[config.mk]
export PLATFORM = sky130hd
export DESIGN_NAME = nccsb_front
export DESIGN_NICKNAME = d
export VERILOG_FILES = /design/src/rtl/core/nccsb_pkg.sv /design/src/rtl/core/nccsb_front.sv
export SDC_FILE = /design/constraint.sdc
export NUM_CORES = 1
export LEC_CHECK = 0
export BUFFER_PORTS_ARGS = -buffer_cell sky130_fd_sc_hd__clkbuf_2
export CORE_MARGIN = 3
export CORE_UTILIZATION = 56
export CTS_CLUSTER_SIZE = 40
export DETAILED_ROUTE_END_ITERATION = 7
export GPL_ROUTABILITY_DRIVEN = 0
export MAX_ROUTING_LAYER = met4
export PLACE_DENSITY = 0.85
export SYNTH_ARGS = -nofsm -noshare
export SYNTH_HDL_FRONTEND = slang
export SYNTH_SLANG_ARGS = --single-unit
[constraint.sdc]
create_clock -name clk -period 16.1 [get_ports clk]
set_input_delay 3.22 -clock clk [delete_from_list [all_inputs] [get_ports clk]]
set_output_delay 3.22 -clock clk [all_outputs]
set_load 0.01 [all_outputs]
[src/rtl/core/nccsb_pkg.sv]
`timescale 1ns / 1ps
`default_nettype none

package nccsb_pkg;

    localparam int FRAC_BITS  = 16;
    localparam int WORD_W     = 32;
    localparam int COEF_N     = 24;
    localparam int COEF_IDX_W = 5;
    localparam int DIM_W      = 12;
    localparam int ZN_W       = 31;
    localparam int RECT_W     = 28;
    localparam int CFG_IDX_W  = 2;
    localparam int CFG_DATA_W = 31;
    localparam int MUL_W      = 33;
    localparam int PROD_W     = 2 * MUL_W;
    localparam int ACC_W      = 50;
    localparam int DIV_NW     = 64;
    localparam int DIV_DW     = 33;
    localparam int DIV_QW     = 33;
    localparam int DIV_CNT_W  = $clog2(DIV_QW + 1);
    localparam int BND_W      = 34;
    localparam int CMP_W      = (DIM_W + FRAC_BITS + 1 > BND_W) ? DIM_W + FRAC_BITS + 1 : BND_W;
    localparam int PAD        = ((1 << FRAC_BITS) + 50) / 100;
    localparam int T_SHIFT    = 31;

    localparam logic [ZN_W-1:0]  Z_NEAR_RESET = ZN_W'(6554);
    localparam logic [DIM_W-1:0] WIDTH_RESET  = DIM_W'(640);
    localparam logic [DIM_W-1:0] HEIGHT_RESET = DIM_W'(480);

    localparam logic signed [WORD_W-1:0] WORD_MAX = {1'b0, {(WORD_W-1){1'b1}}};
    localparam logic signed [WORD_W-1:0] WORD_MIN = {1'b1, {(WORD_W-1){1'b0}}};
    localparam logic signed [PROD_W-1:0] SAT_HI = PROD_W'(WORD_MAX);
    localparam logic signed [PROD_W-1:0] SAT_LO = PROD_W'(WORD_MIN);

    typedef enum logic [CFG_IDX_W-1:0] {
        CFG_Z_NEAR      = 2'd0,
        CFG_VIEW_WIDTH  = 2'd1,
        CFG_VIEW_HEIGHT = 2'd2
    } cfg_index_t;

    typedef enum logic [1:0] {
        K_COEF,
        K_IGNORE,
        K_VERTEX
    } kind_t;

    typedef enum logic [4:0] {
        S_FETCH,
        S_MUL,
        S_ACC,
        S_ROW,
        S_VERT,
        S_EDGE,
        S_TDIV,
        S_LMUL,
        S_LRES,
        S_MERGE,
        S_NDIV,
        S_NWAIT,
        S_SMUL,
        S_SRES,
        S_BOUND,
        S_EDONE,
        S_FINAL
    } state_t;

    typedef struct packed {
        logic                         mode;
        logic [COEF_IDX_W-1:0]        coef_index;
        logic signed [WORD_W-1:0]     coef_value;
        logic signed [WORD_W-1:0]     pos_x;
        logic signed [WORD_W-1:0]     pos_y;
        logic signed [WORD_W-1:0]     pos_z;
        logic                         last_vertex;
    } in_item_t;

    typedef struct packed {
        logic [RECT_W-1:0] rect_left;
        logic [RECT_W-1:0] rect_top;
        logic [RECT_W-1:0] rect_width;
        logic [RECT_W-1:0] rect_height;
        logic              rect_empty;
    } result_t;

    typedef struct packed {
        kind_t    kind;
        in_item_t item;
    } cmd_t;

    typedef struct packed {
        logic busy;
        logic done;
    } div_status_t;

    function automatic logic signed [WORD_W-1:0] sat_word(input logic signed [PROD_W-1:0] v);
        logic signed [WORD_W-1:0] r;
        if (v > SAT_HI) begin
            r = WORD_MAX;
        end else if (v < SAT_LO) begin
            r = WORD_MIN;
        end else begin
            r = v[WORD_W-1:0];
        end
        return r;
    endfunction

endpackage

`default_nettype wire

[src/rtl/core/nccsb_front.sv]
`timescale 1ns / 1ps
`default_nettype none

module nccsb_front (
    input  logic             clk,
    input  logic             rst_n,
    input  logic             push,
    output logic             full,
    input  nccsb_pkg::in_item_t item,
    output logic             cmd_valid,
    output nccsb_pkg::cmd_t  cmd,
    input  logic             cmd_pop
);
    import nccsb_pkg::*;

    cmd_t       mem_reg [2];
    logic       wr_ptr_reg;
    logic       rd_ptr_reg;
    logic [1:0] count_reg;
    logic [1:0] count_next;
    cmd_t       classified;
    logic       do_push;
    logic       do_pop;

    assign full      = (count_reg == 2'd2);
    assign cmd_valid = (count_reg != 2'd0);
    assign cmd       = mem_reg[rd_ptr_reg];
    assign do_push   = push && !full;
    assign do_pop    = cmd_pop && cmd_valid;

    always_comb
    begin
        classified.item = item;
        if (item.mode) begin
            classified.kind = K_VERTEX;
        end else if (item.coef_index < COEF_IDX_W'(COEF_N)) begin
            classified.kind = K_COEF;
        end else begin
            classified.kind = K_IGNORE;
        end
        count_next = count_reg + 2'(do_push) - 2'(do_pop);
    end

    always_ff @(posedge clk or negedge rst_n)
    begin
        if (!rst_n) begin
            wr_ptr_reg <= 1'b0;
            rd_ptr_reg <= 1'b0;
            count_reg  <= 2'd0;
        end else begin
            if (do_push) begin
                wr_ptr_reg <= !wr_ptr_reg;
            end
            if (do_pop) begin
                rd_ptr_reg <= !rd_ptr_reg;
            end
            count_reg <= count_next;
        end
    end

    always_ff @(posedge clk)
    begin
        if (do_push) begin
            mem_reg[wr_ptr_reg] <= classified;
        end
    end

endmodule

`default_nettype wire

Yosys cells after proc, flatten, opt, wreduce, memory -nomap -nowiden
Memories as Yosys holds them, arrays and structs flattened. Index checks and enable logic that the tools add are counted.

Bits in writable memories: 274. Word-level logic and storage cells: 18. Output and inout bits: 139. Memories: 1. Flip-flop bits (word level): 4. Input port bits: 139.

$add $sub $neg: 2. Equality and inequality tests: 1. $lt $le $gt $ge: 1. Reductions and logical operators: 6. Mux-type cells: 4.

Memories: mem_reg (words 2, bits a word 137, rd ports 1, clocked after memory_dff 0, wr ports 1, line nccsb_front.sv:16) `cmd_t mem_reg [2];`.

Operators with widths (count): 5-bit < comparator, second input constant (1); 1-bit zero test (3); 1-bit 2-to-1 mux (3); 2-bit by 1-bit adder with 2-bit output (1); 2-bit equality test, second input constant (1); 1-bit logical AND (2); 2-bit 2-to-1 mux (1); 2-bit nonzero test (1); 2-bit by 1-bit subtractor with 2-bit output (1).

Depth between registers and ports, before layout
Gate-level depths: netlist (run 1).

Depth in word-level cells: 5. Depth in mapped cells: 7. Mapped depth without buffers: 7.

Least setup slack after synthesis (run 1)
OpenSTA, ideal clock, no wires.

Path type: input to register. From: input push. To: memory mem_reg[0][0] (netlist name) (enable). Data required time: 15.467 ns. Arrival: 8.963 ns. Library setup time: 0.633 ns. Buffers on the path: 0. Stages on the path: 2. Slack: 6.504 ns. Cell sequence: nand2_1 > nor2_1.

Cells in the longest elaborated chain, start to end: 3.

RTL lines: start: declaration (line nccsb_front.sv:7) `input logic push,`; 1-bit logical AND (line nccsb_front.sv:28) `assign do_push = push && !full;`; 1-bit 2-to-1 mux (line nccsb_front.sv:63) `if (do_push) begin`; 1-bit 2-to-1 mux (not written as such) (line nccsb_front.sv:64) `mem_reg[wr_ptr_reg] <= classified;`; end: declaration (line nccsb_front.sv:16).

Every way passes these cells.

==> results of run 1 <==
[critical path: stages, from the launching register on]
cell      delay, ns
dfrtp_4        0.87
buf_4          0.89
mux2_2         0.43
clkbuf_2       0.14
[through the flow]
stage | utilization (%) | power [mW] | std cells
6_report | 71.38 | 2.286 | 982
5_1_grt | 71.38 | 2.394 | 982
4_1_cts | 71.38 | 2.316 | 982
3_5_place_dp | 66.49 | 1.709 | 934
3_3_place_gp | 66.49 | 1.681 | 934
2_1_floorplan | - | 1.505 | 444
[cell usage in the layout, fill, tap and decap left out, drive strengths merged]
| cell type | synthesis | routed |
|---|---|---|
| mux2 | 136 | 136 |
| nand2b | 1 | 1 |
| inv | 2 | 2 |
| bufinv | 0 | 3 |
| nor2 | 2 | 2 |
| nand2 | 2 | 2 |
| xnor2 | 3 | 3 |
| clkbuf | 10 | 309 |
| and2 | 1 | 1 |
| or2 | 1 | 1 |
| and3 | 1 | 1 |
| buf | 6 | 4 |
| clkinvlp | 0 | 2 |
| ha | 2 | 2 |
| clkinv | 0 | 11 |
| dfrtp | 4 | 4 |
| edfxtp | 272 | 272 |
| xor2 | 1 | 1 |
[cell families (layout without fill, tap and decap cells)]
kind of cell               Yosys count  in the layout  share of synthesized area (%)
DFF                                276            276                          81.79
muxes                              136            136                          15.15
xor gates and xnor gates             4              4                         0.3466
adders and majority gates            2              2                         0.2475
buffers and inverters               18            331                          2.067
and+or+nand+nor                      8              8                         0.3963
[worst max path at each step]
stage          startpoint            end
3_3_place_gp   rd_ptr_reg       cmd[136]
5_1_grt        rd_ptr_reg       cmd[100]
4_1_cts        rd_ptr_reg        cmd[31]
3_5_place_dp   rd_ptr_reg        cmd[60]
6_report       rd_ptr_reg       cmd[136]
2_1_floorplan        push  mem_reg[0][0]
[area by class of cell]
class | instances | area share, %
Clock buffer | 32 | 5.566
Sequential cell | 276 | 66.30
Tap cell | 225 | 2.257
Timing Repair Buffer | 281 | 11.35
Inverter | 2 | 0.06017
Clock inverter | 16 | 1.284
Multi-Input combinational cell | 150 | 13.18
[per-layer routing]
metal  part of all wire [%]  global-route usage [%]  wire length, um  vias to the layer above
met5                      0                       -                0                        -
met4                    2.0                   5.405              391                        0
met3                    9.6                   5.667             1846                       33
met2                     51                   33.27             9799                      250
met1                     38                   23.69             7257                     2517
li1                       -                       -                -                     2364
[power by group through the flow]
stage          Sequential (mW)  Combinational, mW  Clock [mW]
2_1_floorplan             1.05              0.454           0
3_3_place_gp              1.05              0.629           0
3_5_place_dp              1.07              0.644           0
4_1_cts                   1.05              0.650       0.614
5_1_grt                   1.07              0.686       0.643
6_report                  1.05              0.638       0.600
==> results.md, run 1 <==
* Status: finished, final reports clean
* Via density at 5.259
* R2r worst-path depth at 3
* RR Endpoint: mem_reg[1][14]
* Clock root buffer: clkbuf_16
* Die Area at 0.01970 mm^2
* RR Startpoint: count_reg[0]
* CTS Buf Count at 27
* DRC errors left at 0
* Initial antenna violation count at 0
* Hold Path Sink: count_reg[1]
* # nets final at 879
* Tmin final at 6.251 ns
* Number of global-route vias before repair at 5626
* Reg clk slew, reported paths at 0.06 ns
* Largest register FFs at 272
* Ys Warns at 0
* Vias at 5164
* Crit path required time at 12.88 ns
* Diodes inserted at 0
* Peak fanout along the critical path at 82
* Overall routing resource usage at 19.80%
* Synth Cell Area at 0.01011 mm^2
* Setup Slack @ Placement at 10.39 ns
* Clk Latency, worst-skew pair at 0.51 ns
* Share of the synthesized area in the top cell type at 80.80%
* Power per cell area at 183.2 mW/mm^2
* Period utilisation layout at 38.82%
* Postcts setup bufs at 0
* Achievable Freq at 160.0 MHz
* Peak supply drop at 0.1559 mV
* Synthesis-to-layout area growth at 23.42%
* Max-cap violations at 0
* Mapped Cells at 444
* Placed Area at 0.01162 mm^2
* Slew @ Worst Pin at 1.098 ns
* Syn Area/Cell at 22.77 um^2
* ANT nets after route at 0
* Clk buf depth at 3
* I/O Buffers at 277
* Worst hold path cell count at 1
* DRT Wirelength at 19290 um
* Die Y at 140.4 um
* Grt total ovfl at 0
* Switching share of power at 28.75%
* Initial DRC Count at 295
* HPWL Detailed at 12920 um
* CTS tree: built
* Drt pass-1 iters at 4
* Share of power burned in registers at 45.9%
* Io pins at 278
* Main synth FF type: edfxtp_1
* Post-synthesis register bit count at 276
* Cts hold-fix bufs at 0
* Std-Cell Rows at 48
* Unrepaired setup endpoints after global routing: false
* Min-delay src: count_reg[1]
* Pins Over Slew Limit at 0
* Setup TNS at 0 ns
* R2r setup slk at 13.44 ns
* Floorplan Core Area at 0.01748 mm^2
* Hold Vio Cnt, Final at 0
* Final WS setup at 9.849 ns
* Final Setup Violations at 0
* Post-synth EDFFs at 272
* Area of the multi-input gates at 0.001644 mm^2
* Hold slack at 0.5088 ns
* # H-tree levels at 1
* Count leader, synth: edfxtp_1
* Commonest cells post-synth: edfxtp_1 (272), mux2_2 (136), clkbuf_8 (10)
* Hold WC Path Type: reg2reg
* CP Launch Type: flip-flop
* Cell variety after synth at 16
* # fillers at 1058
* Slew margin rel. at 26.80%
* Critical path class: reg2out
* Final instance area at 0.01248 mm^2
* Clock Skew at 0.009897 ns
* Syn nets at 585
* Largest net degree at the start of global routing at 83
* Synth async-reset ratio at 1.449%
* NetSw at 0.6572 mW
* Storage element area at 0.008272 mm^2
* Sink Count at 276
* Area leader, netlist: edfxtp_1
* Static leakage at 4.754 nW
* Post-CTS resize count at 0
* Main area contributors after synthesis: edfxtp_1 (81%), mux2_2 (15%), clkbuf_8 (1.4%), dfrtp_1 (0.99%), buf_6 (0.56%)
* Arrival time worst endpoint at 3.03 ns
* Combinational cell fraction of total power at 27.9%
* DR WL/cell at 19.65 um
* Internal Power at 1.629 mW
* Starting Density at 57.84%
* Global-route wire length before repair at 29880 um
* Die W at 140.4 um
* Clock power frac at 26.2%
* Share of cells above drive strength 1 at 60.77%
* Sequential share of the synthesized area at 81.79%
* Critical path endpoint category: output port
Power figures use the tool's default switching activity.
==> run 2: changes to the inputs <==
Settings changed: CORE_UTILIZATION 56 to 47, PLACE_DENSITY 0.85 to 0.76.
Clock period 16.1 ns to 5.6 ns, I/O delays scaled along.
==> run 2 against run 1 <==
Sequential share of layout area is 0.32 points lower. Total power rose to 2.8 times the previous value. Flip-flop and latch count stayed put. Clock power rose to 2.7 times the previous value. Combinational power rose to 2.9 times the previous value. Sequential power increased to 2.9 times the previous value. Cell count is 5.4% higher. Clock-buffer cell count up 8. Global-route usage is 3.9 points lower. Register-to-register slack lost 10 ns. Largest cell class unchanged. Highest routed layer unchanged.
==> results.md, run 2 (synthesis gave the netlist of run 1 again) <==
* Floorplan Core Area at 0.02109 mm^2
* Pins Over Slew Limit at 0
* Via density at 4.918
* Die W at 152.7 um
* Reg clk slew, reported paths at 0.06 ns
* Io pins at 278
* I/O Buffers at 277
* # fillers at 1551
* Starting Density at 47.94%
* Tmin final at 3.674 ns
* DRT Wirelength at 18780 um
* Achievable Freq at 272.2 MHz
* DR WL/cell at 18.15 um
* Global-route wire length before repair at 28850 um
* R2r setup slk at 3.34 ns
* Largest register FFs at 272
* Post-CTS resize count at 0
* Setup TNS at 0 ns
* HPWL Detailed at 12770 um
* Initial DRC Count at 220
* Slowest stage delay, CP at 0.91 ns
* Commonest cells after routing, fill and taps aside: clkbuf_2 (277), edfxtp_1 (272), mux2_2 (136), clkbuf_16 (27), clkbuf_1 (9)
* # H-tree levels at 1
* Fin cells at 1035
* Period utilisation layout at 65.61%
* Clk Latency, worst-skew pair at 0.52 ns
* Peak supply drop at 0.3189 mV
* CP max-delay cell: dfrtp_4
* Status: finished, final reports clean
* Power per cell area at 516.8 mW/mm^2
* Unrepaired setup endpoints after global routing: false
* # nets final at 879
* CP Launch Type: flip-flop
* Arrival time worst endpoint at 2.55 ns
* Overall routing resource usage at 15.95%
* Area of the multi-input gates at 0.001644 mm^2
* Peak fanout along the critical path at 80
* Dpl cells at 984
* RR Endpoint: mem_reg[1][57]
* Hold Vio Cnt, Final at 0
* Die Area at 0.02330 mm^2
* Clock Skew at 0.01572 ns
* Slew margin rel. at 36.01%
* Number of global-route vias before repair at 5458
* Clk buf depth at 3
* Critical path endpoint category: output port
* CTS tree: built
* Drt pass-1 iters at 4
* Die Y at 152.7 um
* Final Setup Violations at 0
* Postcts setup bufs at 0
* Max-cap violations at 0
* RR Startpoint: count_reg[0]
* Cts hold-fix bufs at 0
* Sink Count at 276
* DRC errors left at 0
* ANT nets after route at 0
* Initial antenna violation count at 1
* Synthesis-to-layout area growth at 24.03%
* Share of cells above drive strength 1 at 60.61%
* Largest net degree at the start of global routing at 81
* R2r worst-path depth at 3
* Critical path class: reg2out
* Slew @ Worst Pin at 0.9598 ns
* CTS Buf Count at 27
* Std-Cell Rows at 53
* CP cell instances: buf_12 -> mux2_2 -> clkbuf_2
* Static leakage at 4.746 nW
* Crit path required time at 4.48 ns
* Storage element area at 0.008272 mm^2
* Clock root buffer: clkbuf_16
* Hold WC Path Type: in2async
* Grt total ovfl at 0
* Vias at 5090
* Commonest non-fill, non-tap cell in the layout: clkbuf_2
run 2: area by class of cell:
| cell class | count | area share (%) |
|---|---|---|
| Timing Repair Buffer | 281 | 11.50 |
| Inverter | 2 | 0.05988 |
| Clock buffer | 40 | 6.098 |
| Sequential cell | 276 | 65.98 |
| Antenna cell | 1 | 0.01996 |
| Multi-Input combinational cell | 150 | 13.11 |
| Tap cell | 275 | 2.745 |
| Clock inverter | 10 | 0.4890 |
run 2: through the flow:
stage / power (mW) / utilization, % / hold slack [ns] / area [um^2] / worst slack (ns)
after detailed placement: 4.916 / 55.52 / 0.5285 / 11710 / 2.474
after global placement: 4.850 / 55.52 / 0.4740 / 11710 / 2.485
after floorplan: 4.302 / - / 0.4601 / 10110 / 0.4001
after global routing: 6.799 / 59.45 / 0.3901 / 12540 / 1.809
after CTS: 6.581 / 59.44 / 0.3795 / 12530 / 1.910
final: 6.479 / 59.45 / 0.4076 / 12540 / 1.926
run 2: routing by layer:
| layer | global-route usage (%) | vias up | routed length (um) |
|---|---|---|---|
| met5 | - | - | 0 |
| met4 | 4.370 | 0 | 376 |
| met3 | 4.800 | 33 | 1653 |
| met2 | 26.51 | 218 | 9389 |
| met1 | 19.14 | 2482 | 7362 |
| li1 | - | 2357 | - |
run 2: worst max-delay path by stage:
| stage | from | endpoint | slack (ns) | cells after the start |
|---|---|---|---|---|
| final | rd_ptr_reg | cmd[110] | 1.93 | 3 |
| after detailed placement | rd_ptr_reg | cmd[136] | 2.47 | 3 |
| after CTS | rd_ptr_reg | cmd[136] | 1.91 | 3 |
| after global routing | rd_ptr_reg | cmd[110] | 1.81 | 3 |
| after floorplan | push | mem_reg[0][0] | 0.40 | 2 |
| after global placement | rd_ptr_reg | cmd[117] | 2.49 | 3 |
run 2: worst max-delay path: cells and delay by family (launching register included):
kind,cells,cell delay [ns]
flip-flops,1,0.91
buffers and inverters,2,0.53
multiplexers,1,0.41
run 2: power breakdown:
part	leakage (nW)	internal, mW	switching (mW)	total [mW]
sequential	2.57	2.83	0.182	3.01
combinational	1.77	0.840	0.985	1.83
clock	0.402	0.946	0.695	1.64
==> run 3: changes to the inputs <==
Clock period 5.6 ns to 3.21 ns, I/O delays scaled along.
==> run 3 against run 2 <==
Sequential power is 73% higher. Die area stayed put. Via count is 0.14% lower. Non-clock buffer count is 7 higher. Clock skew is 0.0088 ns lower. Register-to-register slack worse by 1.9 ns. Cell count is 0.48% higher. Utilization is 0.49 points higher. First-iteration DRC count is 5.5% higher. Critical path type unchanged. Critical endpoint is now cmd[75]. Largest power group unchanged.
==> results.md, run 3 (synthesis gave the netlist of run 1 again) <==
* Status: finished, final reports clean
* Peak fanout along the critical path at 35
* DR WL/cell at 17.83 um
* Clock Skew at 0.006967 ns
* Reg clk slew, reported paths at 0.06 ns
* Critical path endpoint category: output port
* DRC errors left at 0
* Die Y at 152.7 um
* Combinational cell fraction of total power at 28.7%
* Clk Latency, worst-skew pair at 0.52 ns
* Tmin final at 2.772 ns
* Max-cap violations at 0
* CTS Buf Count at 27
* Power per cell area at 909.1 mW/mm^2
* Unrepaired setup endpoints after global routing: false
* Switching share of power at 28.41%
* Number of global-route vias before repair at 5559
* Largest net degree at the start of global routing at 137
* DRT Wirelength at 18550 um
* HPWL Detailed at 12450 um
* Vias at 5083
* RR Endpoint: mem_reg[0][46]
* Largest register FFs at 272
* Clock root buffer: clkbuf_16
* Hold WC Path Type: in2reg
* Sink Count at 276
* Clk buf depth at 3
* Clock power frac at 26.0%
* Critical path class: reg2out
* Internal Power at 8.227 mW
* I/O Buffers at 277
* Io pins at 278
* Fin cells at 1040
* CP Launch Type: flip-flop
* Commonest cells after routing, fill and taps aside: clkbuf_2 (277), edfxtp_1 (272), mux2_2 (136), clkbuf_16 (27), clkinv_2 (8)
* Initial antenna violation count at 0
* Hold Vio Cnt, Final at 0
* Slew @ Worst Pin at 0.7510 ns
* Share of power burned in registers at 45.3%
* Final WS setup at 0.4383 ns
* Grt total ovfl at 0
* Hold Path Sink: mem_reg[1][39]
* Setup Slack @ Placement at 0.9387 ns
* Floorplan Core Area at 0.02109 mm^2
* Overall power at 11.49 mW
* Synthesis-to-layout area growth at 25.05%
* Arrival time worst endpoint at 2.13 ns
* Setup TNS at 0 ns
* RR Startpoint: count_reg[1]
* # nets final at 886
* Dpl cells at 990
* NetSw at 3.264 mW
* Starting Density at 47.94%
* Std-Cell Rows at 53
* Period utilisation layout at 86.35%
* Post-CTS resize count at 0
* Pins Over Slew Limit at 0
* R2r setup slk at 1.41 ns
* Crit path required time at 2.57 ns
* R2r worst-path depth at 4
* Die Area at 0.02330 mm^2
* Commonest non-fill, non-tap cell in the layout: clkbuf_2
* Die W at 152.7 um
* ANT nets after route at 0
* # H-tree levels at 1
* Achievable Freq at 360.8 MHz
* Peak supply drop at 0.5780 mV
* Via density at 4.888
* Worst hold path cell count at 1
* Slew margin rel. at 49.94%
* Initial DRC Count at 232
* Min-delay src: item[39]
* Drt pass-1 iters at 4
* Final Setup Violations at 0
* Overall routing resource usage at 15.84%
* CTS tree: built
* Global-route wire length before repair at 29010 um
* Crit path from: rd_ptr_reg
* Diodes inserted at 0
* Share of cells above drive strength 1 at 61.05%
* Static leakage at 4.808 nW
[run 3: metrics by stage]
step / hold slack [ns] / utilization (%) / area (um^2)
4_1_cts: 0.2862 / 59.94 / 12640
3_3_place_gp: 0.4486 / 55.86 / 11780
2_1_floorplan: 0.3464 / - / 10120
3_5_place_dp: 0.4614 / 55.86 / 11780
5_1_grt: 0.2882 / 59.94 / 12640
6_report: 0.3132 / 59.94 / 12640
[run 3: worst max-delay path by stage]
stage | to | slack (ns)
after global routing | cmd[71] | 0.30
after detailed placement | cmd[19] | 0.94
after global placement | cmd[75] | 1.0
final | cmd[75] | 0.44
after floorplan | mem_reg[0][0] | 0.006
after CTS | cmd[71] | 0.36
[run 3: per-layer routing]
layer | vias up | part of all wire [%] | track usage, %
met5 | - | 0 | -
met4 | 0 | 2.8 | 4.709
met3 | 36 | 7.9 | 4.147
met2 | 212 | 50 | 26.81
met1 | 2458 | 39 | 18.82
li1 | 2377 | - | -
[run 3: cell type report]
class                           count  area (um^2)
Inverter                            2        7.507
Clock inverter                     15        130.1
Timing Repair Buffer              288         1521
Tap cell                          275        344.1
Sequential cell                   276         8272
Multi-Input combinational cell    150         1644
Clock buffer                       34        721.9
Fill cell                        1509         8447
[run 3: power groups by stage]
| stage | Sequential [mW] | Clock [mW] | Combinational (mW) |
|---|---|---|---|
| after floorplan | 5.16 | 0 | 2.28 |
| after global placement | 5.24 | 0 | 3.28 |
| after detailed placement | 5.30 | 0 | 3.34 |
| after CTS | 5.23 | 3.07 | 3.37 |
| after global routing | 5.29 | 3.23 | 3.56 |
| final | 5.21 | 2.99 | 3.30 |
[run 3: what timing repair did]
item	in CTS	in global routing
setup buffers	0	0
endpoints found under the hold margin	4	0
hold buffers	1	0
[run 3: critical path, cell delays in order (launching register included)]
cell      delay (ns)
dfrtp_4         0.78
buf_4           0.34
mux2_2          0.37
clkbuf_2        0.13
